[src/hw/rtl/lkc_pkg.sv]
`timescale 1ns / 1ps
// ----------------------------------------------------------------------------
// lkc_pkg
// shared types and constants of the lru-k block cache directory
// ----------------------------------------------------------------------------
package lkc_pkg;

    localparam logic CMD_GET = 1'b0;
    localparam logic CMD_PUT = 1'b1;

    localparam logic CFG_THRESHOLD = 1'b0;
    localparam logic CFG_CAPACITY  = 1'b1;

    localparam logic [3:0] THRESHOLD_RESET = 4'd2;
    localparam logic [3:0] THRESHOLD_MIN   = 4'd2;
    localparam logic [6:0] CAPACITY_RESET  = 7'd64;

    typedef struct packed {
        logic        command;
        logic [30:0] sst_id;
        logic [30:0] blk_num;
        logic [31:0] block_handle;
    } t_req;

    typedef struct packed {
        logic        hit;
        logic [31:0] found_handle;
        logic [31:0] request_total;
        logic [31:0] request_hits;
    } t_rsp;

    // controller to datapath
    typedef struct packed {
        logic clear;
        logic scan;
        logic exec;
        logic evict;
        logic insert;
    } t_dp_cmd;

    // datapath to controller
    typedef struct packed {
        logic last_issue;
        logic put_miss;
        logic need_evict;
    } t_dp_sts;

endpackage

[src/hw/rtl/lkc_ctrl.sv]
`timescale 1ns / 1ps
// ----------------------------------------------------------------------------
// lkc_ctrl
// request sequencer: scan, drain, execute, evict, insert, respond
// ----------------------------------------------------------------------------
module lkc_ctrl (
    input  logic             i_clk,
    input  logic             i_rst_n,
    input  logic             i_start,
    output logic             o_busy,
    output logic             o_rsp_valid,
    output lkc_pkg::t_dp_cmd o_cmd,
    input  lkc_pkg::t_dp_sts i_sts
);
    typedef enum logic [6:0] {
        S_IDLE   = 7'b0000001,
        S_SCAN   = 7'b0000010,
        S_DRAIN  = 7'b0000100,
        S_EXEC   = 7'b0001000,
        S_EVICT  = 7'b0010000,
        S_INSERT = 7'b0100000,
        S_RESP   = 7'b1000000
    } t_state;

    t_state r_state, n_state;

    always_comb begin
        n_state = r_state;
        o_cmd   = '0;
        case (r_state)
            S_IDLE: begin
                if (i_start) begin
                    o_cmd.clear = 1'b1;
                    n_state     = S_SCAN;
                end
            end
            S_SCAN: begin
                o_cmd.scan = 1'b1;
                if (i_sts.last_issue) begin
                    n_state = S_DRAIN;
                end
            end
            S_DRAIN: n_state = S_EXEC;
            S_EXEC: begin
                o_cmd.exec = 1'b1;
                if (i_sts.put_miss) begin
                    n_state = i_sts.need_evict ? S_EVICT : S_INSERT;
                end else begin
                    n_state = S_RESP;
                end
            end
            S_EVICT: begin
                o_cmd.evict = 1'b1;
                n_state     = S_INSERT;
            end
            S_INSERT: begin
                o_cmd.insert = 1'b1;
                n_state      = S_RESP;
            end
            S_RESP:  n_state = S_IDLE;
            default: n_state = S_IDLE;
        endcase
    end

    always_ff @(posedge i_clk) begin
        if (!i_rst_n) begin
            r_state <= S_IDLE;
        end else begin
            r_state <= n_state;
        end
    end

    assign o_busy      = (r_state != S_IDLE);
    assign o_rsp_valid = (r_state == S_RESP);

    a_resp_follows: assert property (@(posedge i_clk) disable iff (!i_rst_n)
        o_rsp_valid |=> !o_busy)
        else $error("response not followed by idle");

    a_start_scans: assert property (@(posedge i_clk) disable iff (!i_rst_n)
        (i_start && !o_busy) |=> (r_state == S_SCAN))
        else $error("accepted request did not start a scan");

    a_insert_after_exec: assert property (@(posedge i_clk) disable iff (!i_rst_n)
        o_cmd.insert |-> ($past(r_state) == S_EXEC || $past(r_state) == S_EVICT))
        else $error("insert out of sequence");
endmodule

[config.mk]
export PLATFORM = sky130hd
export DESIGN_NAME = lkc_ctrl
export DESIGN_NICKNAME = d
export VERILOG_FILES = /design/src/hw/rtl/lkc_pkg.sv /design/src/hw/rtl/lkc_ctrl.sv
export SDC_FILE = /design/constraint.sdc
export NUM_CORES = 1
export LEC_CHECK = 0
export BUFFER_PORTS_ARGS = -buffer_cell sky130_fd_sc_hd__clkbuf_2
export CAP_MARGIN = 5
export CORE_AREA = 2 2 39 41
export DETAILED_ROUTE_END_ITERATION = 8
export DIE_AREA = 0 0 41 43
export GPL_TIMING_DRIVEN = 0
export PLACE_DENSITY = 0.59
export SLEW_MARGIN = 15
export SYNTH_ARGS = -nofsm -noshare
export SYNTH_HDL_FRONTEND = slang
export SYNTH_SLANG_ARGS = --single-unit
[constraint.sdc]
create_clock -name i_clk -period 1.5 [get_ports i_clk]
set_input_delay 0.225 -clock i_clk [delete_from_list [all_inputs] [get_ports i_clk]]
set_output_delay 0.225 -clock i_clk [all_outputs]
set_load 0.02 [all_outputs]
==> impl_summary.log <==
[metrics] result of the run: finished with violations
[metrics] failing checks: setup timing
[metrics] Area after DPL: 471.7 um2
[metrics] total standard cell area after synthesis: 391.6 um2
[metrics] largest fanout on the critical path: 5
[metrics] flip-flop cell with the highest count after synthesis: dfxtp_1
[metrics] die extent in y: 43 um
[metrics] number of pins exceeding their max-slew limit in the final report: 0
[metrics] count of endpoints failing setup in the final report: 5
[metrics] highest cell delay on the worst timing path: 0.37 ns
[metrics] slowest CP cell: dfxtp_4
[metrics] source-to-sink clock delay at the later pin of the worst-skew pair: 0.25 ns
[metrics] Reg with most FFs: r_state
[metrics] HPWL reported at the end of detailed placement: 657.6 um
[metrics] antenna violations before repair: 0
[metrics] net count reported at finish: 82
[metrics] final worst path period need: 1.558 ns
[metrics] number of instances in the synthesized netlist: 47
[metrics] maximum number of pins on one net before global-route repair: 8
[metrics] wire length of the first global-routing pass: 1842 um
[metrics] die width: 41 um
[metrics] remaining global-route overflow: 0
[metrics] synthesized area divided by synthesized cell count: 8.332 um2
[metrics] PwrDens: 737.1 nW/um2
[metrics] Hold Fails Final Rpt: 0
[metrics] slack of the critical path: -0.05766 ns
[metrics] number of buffers inserted by hold repair at cts: 0
[metrics] standby leakage power: 0.3271 nW
[metrics] most common cell after layout, fill and taps aside: buf_4
[metrics] ANT nets after route: 0
[metrics] DRC violation total after the first TritonRoute iteration: 5
[metrics] Clock Sinks: 7
[metrics] largest clock skew in the final design: 0.002572 ns
[metrics] Initial DRT Pass Iterations: 4
[metrics] num rows: 14
[metrics] ratio of cells with drive above 1 in the final layout: 66.67%
[metrics] Critical Path, Cell by Cell: nor4_4 > and3_4 > buf_8
[metrics] clock-pin slew of the registers on the worst-case setup and hold paths: 0.06 ns
[metrics] routability congestion estimate from global placement: 0.7410
[metrics] crit path DAT: 1.33 ns
[metrics] die footprint: 1763 um2
[metrics] drt wl/cell: 13.11 um
[metrics] number of vias per cell after detailed routing: 5.088
[metrics] number of buffers created by CTS: 3
[metrics] max_slew headroom: 80.97%
[metrics] Port-buffer cells: 12
[metrics] hold crit path type: input pin to flop
[metrics] root buffer cell: clkbuf_4
[metrics] FF+latch count, synth: 7
[metrics] critical path capture point type: primary output
[metrics] nets in the synthesized netlist: 53
[metrics] Tightest Pin Transition: 0.2833 ns
[metrics] maximum clock frequency: 642.0 MHz
[metrics] depth of the CTS H-tree: 1
[metrics] share of the yosys chip area belonging to registers: 35.78%
[metrics] antenna cell count: 0
[metrics] number of distinct library cells after synthesis: 26
[metrics] total power draw: 0.5201 mW
[metrics] # DRC: 0
[metrics] launching element type of the critical path: flop
[metrics] final critical-path share of the clock period: 103.8%
[metrics] number of vias after detailed routing: 463
[metrics] maximum clock path buffer count: 2
[metrics] CTS tree: yes
[metrics] synth warn: 0
[metrics] effective utilization at floorplan: 28.30%
[metrics] Worst Path Required: 1.27 ns
[metrics] number of violations of the max-capacitance limit: 0
[metrics] Final Cell Area: 705.7 um2
[metrics] Largest register FFs: 7
[metrics] largest registers: r_state (7)
[metrics] unrepaired setup endpoints after global routing: true
[metrics] core area: 1384 um2
[metrics] most frequent cells in the layout: buf_4, nor2_1, clkbuf_2
[metrics] number of global-route vias before repair: 469
[metrics] Boundary Pins: 13
[metrics] peak supply drop: 0.3664 mV
[metrics] fraction of synthesis flops using an asynchronous set or reset pin: 0%
[metrics] Post-synth EDFFs: 0
[metrics] Synth-to-Final Area Change: 80.19%
[metrics] GR Util All Layers: 15.41%
[metrics] total length of routed wires: 1193 um
[metrics] Setup CP Type: flop to primary output
[report_power, final]
part | internal (mW) | total [mW] | leakage (nW) | switching, mW
logic | 0.0806 | 0.145 | 0.248 | 0.0645
registers | 0.186 | 0.198 | 0.0610 | 0.0125
clock network | 0.0979 | 0.177 | 0.0177 | 0.0790
total | 0.364 | 0.520 | 0.327 | 0.156
[metal layers]
layer / share of wire, % / vias to the layer above / track usage, % / routed length, um
li1: - / 227 / - / -
met1: 42 / 226 / 17.53 / 507
met5: 0 / - / 0 / 0
met2: 54 / 8 / 24.38 / 642
met4: 1.5 / 0 / 10.00 / 18
met3: 2.0 / 2 / 3.141 / 24
[metrics by stage]
step           setup TNS, ns  hold WS (ns)  worst slack (ns)  util (%)  instances
5_1_grt              -0.7207        0.1774           -0.1238     50.99         91
4_1_cts              -0.1914        0.1712          -0.05369     46.75         87
6_report             -0.2039        0.1696          -0.05766     50.99         91
3_5_place_dp               0        0.4472           0.02028     34.09         75
3_3_place_gp               0        0.4451           0.03743     34.09         75
2_1_floorplan              0        0.3034           0.05604         -         47
[worst max-delay path: cells and delay by family, from the launching register on]
kind / cells / cell delay [ns]
buffers and inverters: 1 / 0.11
AND/OR/NAND/NOR: 2 / 0.60
flip-flops: 1 / 0.37
[cell type report]
class / count / area [um2]
fillers: 121 / 678.2
multi-input cells: 38 / 299.0
repair buffers: 24 / 193.9
flip-flops and latches: 7 / 157.7
clock buffers: 3 / 22.52
well taps: 16 / 20.02
inverters: 2 / 7.507
clock inverters: 1 / 5.005
[Yosys cell counts (2+ instances only)]
cell,n,area share [%]
nor2_1,11,11
dfxtp_1,7,36
and3_1,3,4.8
nand2_1,3,2.9
inv_1,2,1.9
[timing repair]
item	4_1_cts	5_1_grt
endpoints found under the hold margin	0	0
pin swaps	9	9
gates resized for setup	25	14
buffers inserted	8	4
endpoints found under the setup margin	7	7
[path summary, 6_finish.rpt]
kind / startpoint / slack (ns) / to / depth (start not counted)
min: i_sts[0] / 0.17 / r_state[4] / 3
max: r_state[4] / -0.06 / o_cmd[0] / 3
max reg2reg: r_state[3] / 0.03 / r_state[0] / 6
min reg2reg: r_state[3] / 0.53 / r_state[4] / 2
[logic make-up after synthesis]
family / synth area share [%]
and+or+nand+nor: 42.18
AOI/OAI and AO/OA: 17.89
DFF: 35.78
buffers and inverters: 1.918
xor gates and xnor gates: 2.237
Note: power is estimated with default switching activity, not from simulation.
